===== config.mk =====
export PLATFORM = sky130hd
export DESIGN_NAME = mhpq_out
export DESIGN_NICKNAME = d
export VERILOG_FILES = /design/src/rtl/mhpq_pkg.sv /design/src/rtl/mhpq_out.sv
export SDC_FILE = /design/constraint.sdc
export NUM_CORES = 1
export LEC_CHECK = 0
export BUFFER_PORTS_ARGS = -buffer_cell sky130_fd_sc_hd__buf_4
export CAP_MARGIN = 5
export CORE_ASPECT_RATIO = 0.75
export CORE_MARGIN = 10
export CORE_UTILIZATION = 37
export DETAILED_ROUTE_END_ITERATION = 12
export MAX_ROUTING_LAYER = met4
export PLACE_DENSITY = 0.75
export REMOVE_ABC_BUFFERS = 1
export SLEW_MARGIN = 20
export SYNTH_ARGS = -nofsm -noshare
export SYNTH_HDL_FRONTEND = slang
export SYNTH_SLANG_ARGS = --single-unit

===== constraint.sdc =====
create_clock -name clk_i -period 1.6 [get_ports clk_i]
set_input_delay 0.08 -clock clk_i [delete_from_list [all_inputs] [get_ports clk_i]]
set_output_delay 0.08 -clock clk_i [all_outputs]
set_load 0.02 [all_outputs]

===== src/rtl/mhpq_pkg.sv =====
package mhpq_pkg;

  localparam int unsigned Capacity = 1024;
  localparam int unsigned AddrW    = $clog2(Capacity);
  localparam int unsigned SlotW    = AddrW + 1;

  typedef enum logic [1:0] {
    OP_INSERT   = 2'd0,
    OP_EXTRACT  = 2'd1,
    OP_DECREASE = 2'd2,
    OP_PEEK     = 2'd3
  } opcode_e;

  typedef enum logic [2:0] {
    ST_OK          = 3'd0,
    ST_OVERFLOW    = 3'd1,
    ST_EMPTY       = 3'd2,
    ST_NOT_SMALLER = 3'd3,
    ST_BAD_SLOT    = 3'd4
  } status_e;

  // Command passed from the front end to the heap engine
  typedef struct packed {
    opcode_e            op;
    logic signed [31:0] key;
    logic signed [31:0] value;
    logic [SlotW-1:0]   slot;
  } cmd_t;

  typedef struct packed {
    status_e            status;
    logic signed [31:0] out_key;
    logic signed [31:0] out_value;
    logic [SlotW-1:0]   final_slot;
    logic [SlotW-1:0]   count;
  } rsp_t;

  localparam int unsigned CmdW = $bits(cmd_t);
  localparam int unsigned RspW = $bits(rsp_t);

endpackage


===== src/rtl/mhpq_out.sv =====
module mhpq_out import mhpq_pkg::*; (
  input  logic        clk_i,
  input  logic        rst_ni,
  input  logic        rsp_valid_i,
  output logic        rsp_ready_o,
  input  rsp_t        rsp_i,
  output logic        m_axis_tvalid,
  input  logic        m_axis_tready,
  output logic [87:0] m_axis_tdata,
  output logic [2:0]  m_axis_tuser
);

  // Output register: hold result until the receiver takes it
  logic valid_q;
  rsp_t rsp_q;

  assign rsp_ready_o   = !valid_q || m_axis_tready;
  assign m_axis_tvalid = valid_q;
  assign m_axis_tuser  = rsp_q.status;
  assign m_axis_tdata  = {2'b0, rsp_q.count, rsp_q.final_slot,
                          rsp_q.out_value, rsp_q.out_key};

  always_ff @(posedge clk_i or negedge rst_ni) begin
    if (!rst_ni) valid_q <= 1'b0;
    else if (rsp_ready_o) valid_q <= rsp_valid_i;
  end

  always_ff @(posedge clk_i) begin
    if (rsp_ready_o && rsp_valid_i) rsp_q <= rsp_i;
  end

endmodule


==> out/metrics.cfg <==
[pwr]
p_int_mw=3.92
power_density_nw_per_um2=945
pwr-share-seq_pct=54.8
p_sw_share_pct=22.9
netSwitchingPower_mw=1.17
power_frac_comb_pct=16.0
ir_drop_mv=0.579
leakage_nw=2.25
pwr-share-clk_pct=29.2

[setup_path]
crit_path_start_kind=flip-flop
cp_slowest_cell=dfrtp_1
timing.rr.end=m_axis_tdata[25]
reg2reg_slack_ns=0.32
r2r_start=m_axis_tvalid
arrival_ns=1.31
max_stage_delay_ns=0.42
cp_cell_sequence=nand2b_4, and2_4, buf_12
critPathMaxFanout=49
reg2reg_depth=3
crit_required_ns=1.63
worstSetupEndpointType=flip-flop
crit_type=reg2reg

[synth]
synth.most_common_cell=edfxtp_1
avgSynthCellArea_um2=28.6
synth_area_um2=2750
netlist_top_cells_area=edfxtp_1 (97%), dfrtp_1 (0.91%), buf_4 (0.55%), nand2b_4 (0.50%), and2_4 (0.32%)
postSynthRegisterBits=90
yosysUniqueCellTypes=7
synth_ff_type=edfxtp_1
yosysWarningCount=0
synthTopCellsByCount=edfxtp_1 (89), buf_4 (2)
yosysSeqAreaShare_pct=98.3
yosys.area.top_type=edfxtp_1
syn_inst=96
synth_top_area_share_pct=97.4
synth_edf_count=89
async_reset_ff_share_pct=1.11

[grt]
grt_max_degree=50
grt.overflow.total=0
antenna_found_initial=1
track_usage_pct=17.5
grt_pass1_wl_mm=14.4
grt_pass1_vias=2457

[clocking]
cts_buffers=9
clock-root-buffer=clkbuf_8
cts_tree=built
cts_resized=0
clock_sinks=90
cts.clk_slew.worst_paths_ns=0.08
clock_latency_ns=0.35
clockBufferDepth=2
hold_buffers=91
cts_max_level=3
cts_setup_buffers=0

[run_status]
status=finished clean

[flow_run]
max_cap_viol_count=0

[floorplanning]
fp.coreArea_um2=7260
die_height_um=94.6
io_pins=186
initial_utilization_pct=37.8
die_area_um2=11300
die_w_um=119
row_count=27

[finish]
drive_gt1_share_pct=51.9
area_delta_synth_final_pct=96.0
nets=475
final_cells=489

[hold_path]
holdPathEnd=m_axis_tvalid
hold_path.class=in2reg
min_from=m_axis_tready
hold_depth=3

[routing]
ant_nets=0
drt_iter0_drc=91
first_pass_iters=4
drt-wirelength-per-cell_um=20.0
vias=2142
via_per_inst=4.38
drc_errors=0
wirelength_mm=9.78

[sta]
finalMaxSlewViolations=0
finalSetupViolCount=0
finalHoldViolations=0
min_period_ns=1.28
layout_setup_ws_ns=0.319
fmax_mhz=780
fin_skew_ns=0.00908
rsz0062_at_grt=false
post-route-period-util_pct=80.1
timing.hold.ws_ns=0.0416

[placement]
hpwlAfterDp_mm=6.32
place_congestion=0.701
pre_cts_ws_ns=0.332
post-place-cells=381
io_buffers=183

registers in the layout (all words and copies together), names as in the netlist:
| register | count |
|---|---|
| m_axis_tuser | 3 |
| m_axis_tvalid | 1 |
| m_axis_tdata | 86 |
logic make-up after synthesis:
logic type / share of synthesized area [%]
flops: 98.3
other cells: 0.137
buf+inv: 0.547
simple gates: 1.05
power groups by stage:
stage	registers [mW]	logic, mW	clock network (mW)
3_5_place_dp	2.84	0.625	0
4_1_cts	2.78	0.809	1.51
5_1_grt	2.80	0.860	1.63
2_1_floorplan	3.00	0.0540	0
6_report	2.79	0.813	1.48
3_3_place_gp	2.83	0.614	0
area by class of cell:
type	count	area, µm²
sequential	90	2700
timing repair buffer	276	2320
fill	424	1880
clock inverter	6	66.3
tap	101	126
clock buffer	10	128
antenna	1	2.50
multi-input combinational	5	36.3
worst max path at each step:
| stage | from | endpoint | slack [ns] | cells past startpoint |
|---|---|---|---|---|
| 5_1_grt | m_axis_tvalid | m_axis_tdata[57] | 0.26 | 3 |
| 3_3_place_gp | m_axis_tvalid | m_axis_tdata[56] | 0.37 | 3 |
| 3_5_place_dp | m_axis_tvalid | m_axis_tdata[56] | 0.33 | 3 |
| 2_1_floorplan | m_axis_tvalid | m_axis_tdata[0] | -0.12 | 2 |
| 4_1_cts | m_axis_tvalid | m_axis_tdata[56] | 0.32 | 3 |
| 6_report | m_axis_tvalid | m_axis_tdata[25] | 0.32 | 3 |
per-layer routing:
layer	GRT usage (%)	part of all wire, %
met1	18.6	37
met2	27.5	49
met3	9.71	13
met4	5.31	1.5
met5	-	0
metrics by stage:
stage | utilization (%) | power (mW) | setup TNS, ns | instance area (µm²)
after floorplan | - | 3.05 | -10.32 | 2730
after global placement | 58.8 | 3.44 | 0 | 4270
after detailed placement | 58.8 | 3.46 | 0 | 4270
after CTS | 74.1 | 5.11 | 0 | 5380
after global routing | 74.1 | 5.29 | 0 | 5380
final | 74.1 | 5.09 | 0 | 5380
critical path: cells and delay by family (launching register included):
| kind | cells | cell delay [ns] |
|---|---|---|
| and+or+nand+nor | 2 | 0.27 |
| buffers and inverters | 1 | 0.25 |
| DFF | 1 | 0.42 |
placed cells by master, fill, tap and decap left out, drive strengths merged:
master and instances:
edfxtp 89, diode 1, buf 185, conb 2, clkinv 2, clkbuf 10, clkinvlp 2, bufinv 1
dlygate4sd3 91, dfrtp 1, and2 1, inv 1, nand2b 2
No activity file was read; power rests on OpenSTA's default activity.
