**src/rtl/mhpq_pkg.sv**
```systemverilog
package mhpq_pkg;

  localparam int unsigned Capacity = 1024;
  localparam int unsigned AddrW    = $clog2(Capacity);
  localparam int unsigned SlotW    = AddrW + 1;

  typedef enum logic [1:0] {
    OP_INSERT   = 2'd0,
    OP_EXTRACT  = 2'd1,
    OP_DECREASE = 2'd2,
    OP_PEEK     = 2'd3
  } opcode_e;

  typedef enum logic [2:0] {
    ST_OK          = 3'd0,
    ST_OVERFLOW    = 3'd1,
    ST_EMPTY       = 3'd2,
    ST_NOT_SMALLER = 3'd3,
    ST_BAD_SLOT    = 3'd4
  } status_e;

  // Command passed from the front end to the heap engine
  typedef struct packed {
    opcode_e            op;
    logic signed [31:0] key;
    logic signed [31:0] value;
    logic [SlotW-1:0]   slot;
  } cmd_t;

  typedef struct packed {
    status_e            status;
    logic signed [31:0] out_key;
    logic signed [31:0] out_value;
    logic [SlotW-1:0]   final_slot;
    logic [SlotW-1:0]   count;
  } rsp_t;

  localparam int unsigned CmdW = $bits(cmd_t);
  localparam int unsigned RspW = $bits(rsp_t);

endpackage

```
**src/rtl/mhpq_front.sv**
```systemverilog
module mhpq_front import mhpq_pkg::*; (
  input  logic            clk_i,
  input  logic            rst_ni,
  input  logic            s_axis_tvalid,
  output logic            s_axis_tready,
  input  logic [79:0]     s_axis_tdata,
  input  logic [1:0]      s_axis_tuser,
  output logic            cmd_valid_o,
  input  logic            cmd_ready_i,
  output cmd_t            cmd_o
);

  // Two-entry command queue
  cmd_t       buf_q [2];
  logic       wr_ptr_q, rd_ptr_q;
  logic [1:0] fill_q;
  logic       push, pop;
  cmd_t       cmd_in;

  assign cmd_in.op    = opcode_e'(s_axis_tuser);
  assign cmd_in.key   = s_axis_tdata[31:0];
  assign cmd_in.value = s_axis_tdata[63:32];
  assign cmd_in.slot  = s_axis_tdata[64 +: SlotW];

  assign s_axis_tready = (fill_q != 2'd2);
  assign push          = s_axis_tvalid && s_axis_tready;
  assign cmd_valid_o   = (fill_q != 2'd0);
  assign pop           = cmd_valid_o && cmd_ready_i;
  assign cmd_o         = buf_q[rd_ptr_q];

  always_ff @(posedge clk_i or negedge rst_ni) begin
    if (!rst_ni) begin
      wr_ptr_q <= 1'b0;
      rd_ptr_q <= 1'b0;
      fill_q   <= 2'd0;
    end else begin
      if (push) wr_ptr_q <= ~wr_ptr_q;
      if (pop)  rd_ptr_q <= ~rd_ptr_q;
      fill_q <= fill_q + 2'(push) - 2'(pop);
    end
  end

  // Store payload
  always_ff @(posedge clk_i) begin
    if (push) buf_q[wr_ptr_q] <= cmd_in;
  end

endmodule

```
**config.mk**
```make
export PLATFORM = sky130hd
export DESIGN_NAME = mhpq_front
export DESIGN_NICKNAME = d
export VERILOG_FILES = /design/src/rtl/mhpq_pkg.sv /design/src/rtl/mhpq_front.sv
export SDC_FILE = /design/constraint.sdc
export NUM_CORES = 1
export LEC_CHECK = 0
export ABC_AREA = 1
export ABC_CLOCK_PERIOD_IN_PS = 5800
export BUFFER_PORTS_ARGS = -buffer_cell sky130_fd_sc_hd__buf_4
export CAP_MARGIN = 5
export CORE_MARGIN = 4
export CORE_UTILIZATION = 54
export CTS_BUF_LIST = sky130_fd_sc_hd__clkbuf_8
export CTS_CLUSTER_SIZE = 20
export DETAILED_ROUTE_END_ITERATION = 12
export PLACE_DENSITY = 0.82
export SYNTH_ARGS = -nofsm -noshare
export SYNTH_HDL_FRONTEND = slang
export SYNTH_SLANG_ARGS = --single-unit
```
**constraint.sdc**
```tcl
create_clock -name clk_i -period 5.8 [get_ports clk_i]
set_input_delay 0 -clock clk_i [delete_from_list [all_inputs] [get_ports clk_i]]
set_output_delay 0 -clock clk_i [all_outputs]
set_load 0.01 [all_outputs]
```
==> impl_results.md <==
* Worst Hold Depth at 2
* Maxcap violations at 0
* Share of power burned in registers at 42.3%
* YS warnings at 0
* Final setup fails at 0
* Dominant cells by area after synthesis: edfxtp_1 (79%), nand2_1 (16%), dfrtp_1 (1.7%), buf_2 (0.94%), buf_6 (0.58%)
* Critical path class: register to register
* Final hold viol count at 0
* Starting Density at a little under three fifths
* CP dominant cell by count: nand2_1
* Total gr overflow at 0
* Worst flop-to-flop path startpoint: fill_q[1]
* # resized after CTS at 0
* Core Area at between 10000 and 15000 sq um
* First-pass iteration count of the detailed router at 5
* FFs w/ async S/R, synth at 2.53%
* Worst setup margin at 3260 ps
* Biggest area consumer among synthesized cells: edfxtp_1
* Final Skew at 13.2 ps
* Sequential share of the synthesized area at 81.0%
* Wire length per cell at approximately 17 um
* Distinct cells, synth at 11
* Number of diodes at 0
* Status: complete, no violations
* Top delay family on crit path: simple AND/OR/NAND/NOR gates
* DP Area at 7120 sq um
* CTS H-Tree Depth at 4
* # clock sinks at roughly 160
* CTS tree: done
* CP startpoint kind: register
* Yosys top cell area share at about four fifths
* CP required at 5860 ps
* Post-Route WL at 14200 um
* Top-level I/O count at 165
* Layout cells sized above 1 at 27.9%
* Clk pwr share at 20.9%
* Area growth syn-to-layout at 42.8%
* Port Buffers at 159
* Gr usage total at 23.3%
* Slew headroom at between 20% and 30%
* Detailed-route vias per instance at 5.03
* First-pass GRT wire length at ~22000 um
* Crit path buf inv count at 1
* Logic pwr share at 36.9%
* Count of final max-slew check failures at 0
* Synth Instances at 434
* Peak supply drop at approximately 0.28 mV
* Die area at 12500 sq um
* Switching Share at 34.0%
* Fillers at 570
* Setup_tns at 0 ps
* Die Wd at 112 um
* Reg2reg end: buf_q[1][2]
* PD cells at 462 nW/um^2
* Crit path cell chain: nand2_1, nand2_1, nor2_4, buf_4
* Crit path DAT at 2600 ps
* Synthesized Nets at 522
* NetSw at 1310 uW
* CTS buffer count at 17
* Vias post-DR at approximately 4200
* Hold Crit Class: primary input to register
* Synth Register Bits at roughly 160
* Maximum clock insertion buffer count at 2
* Reg area at 4730 sq um
* R2r setup slk at around 3300 ps
* Int Pwr at ~2500 uW
* Final Cycle Share at 43.7%
* Count leader, synth: nand2_1
* Worst-path cell with the longest stage delay: nor2_4
* Largest net degree at the start of global routing at about 80
* Reg2reg path depth at 4
* Die height at 112 um
* CP peak stage delay at 840 ps
* RePlAce Congestion at 0.814
* Hold endpoint: buf_q[0][44]
* DR DRC count at 0
* Ys flop type: edfxtp_1
* ANT nets after route at 0
* DRT iter0 DRCs at 263
* EDFF count, synth at 154
* # nets final at about 770
* Initial antenna violation count at 0
* Pre-CTS WS at 3280 ps
* Clk slew on worst S/H paths at 80 ps
* Leakage at 0.00359 uW
* Avg Cell Area, Syn at 13.4 sq um
* Clk Latency, worst-skew pair at 430 ps
* Area of the multi-input gates at a little under 1000 sq um
* DP HPWL at 7480 um
* Root Buffer: clkbuf_8
* Row cnt at 37
* Worst Path Max Fanout at 39
* Peak Freq at 394 MHz
* Crit path time final at ~2500 ps
* Crit. End Element: register
* Synth cell count leaders: nand2_1 (244), edfxtp_1 (154), buf_2 (11), inv_1 (8), dfrtp_1 (4)
* Synthesized area at slightly below 6000 sq um
* Vias in the first global route at 4459
* Hold path startpoint: s_axis_tdata[1]
* Final instance area at between 8000 and 9000 sq um
* Worst-Margin Slew at between 1000 and 1500 ps
* RSZ-0062 raised after global routing: false
==> cell usage in the layout (no fill, tap or decap) <==
cell	synthesis	final
buf_4	3	163
inv_6	0	1
clkinv_4	0	1
inv_1	8	12
nor2_4	0	1
nand3_1	3	3
clkinv_2	0	1
clkinvlp_4	0	4
dfrtp_2	0	1
edfxtp_1	154	154
dlygate4sd3_1	0	81
dfrtp_1	4	3
nand2_1	244	244
inv_2	1	1
ha_1	2	2
clkbuf_8	0	17
bufinv_16	0	3
==> flip-flops by register name, indices dropped and copies added (netlist names) <==
signal    cells
buf_q       154
wr_ptr_q      1
fill_q        2
rd_ptr_q      1
==> kinds of logic after synthesis <==
group                      synth area share (%)
DFF                                        81.0
buffers and inverters                      2.49
adders and majority gates                 0.429
and+or+nand+nor                            16.0
==> stage by stage <==
stage / total power [uW] / std cells / util (%) / hold WS [ps]
floorplan: 2370 / 434 / - / -296
global placement: 2950 / 716 / 68.4 / -203
detailed placement: 2990 / 716 / 68.4 / -198
finish: 3840 / 828 / 79.9 / 301
CTS: 3820 / 828 / 79.9 / 265
global route: 4060 / 828 / 79.9 / 266
==> metal layers <==
layer	share of wire (%)	routed length, um	vias up	GRT usage (%)
met1	37	5250	2000	25.3
met2	53	7500	190	42.3
met4	2.4	342	0	8.84
met3	7.8	1110	31	7.45
li1	-	-	1940	-
met5	0	0	-	0
==> power groups by stage <==
stage,registers [uW],logic (uW),clock network (uW)
2_1_floorplan,1650,718,0
5_1_grt,1640,1550,873
6_report,1620,1420,801
3_5_place_dp,1640,1350,0
4_1_cts,1620,1400,805
3_3_place_gp,1630,1320,0
==> final cells by class <==
| type | count | area share (%) |
|---|---|---|
| flip-flops and latches | 158 | 56.8 |
| clock buffers | 17 | 2.81 |
| repair buffers | 244 | 24.4 |
| multi-input cells | 250 | 11.6 |
| clock inverters | 14 | 1.88 |
| well taps | 136 | 2.04 |
| inverters | 9 | 0.421 |
==> timing repair <==
item	4_1_cts	5_1_grt
endpoints found under the hold margin	160	0
buffers inserted	0	0
hold buffers	81	0
==> worst max-delay path by stage <==
stage               from           end  slack (ps)  depth (start not counted)
3_3_place_gp   fill_q[1]  buf_q[1][66]        3330                          4
3_5_place_dp   fill_q[1]  buf_q[1][71]        3280                          4
5_1_grt        fill_q[1]   buf_q[1][2]        3070                          4
2_1_floorplan  fill_q[1]   buf_q[1][0]        1450                          3
4_1_cts        fill_q[1]   buf_q[1][2]        3260                          4
6_report       fill_q[1]   buf_q[1][2]        3260                          4
Power figures use the tool's default switching activity.
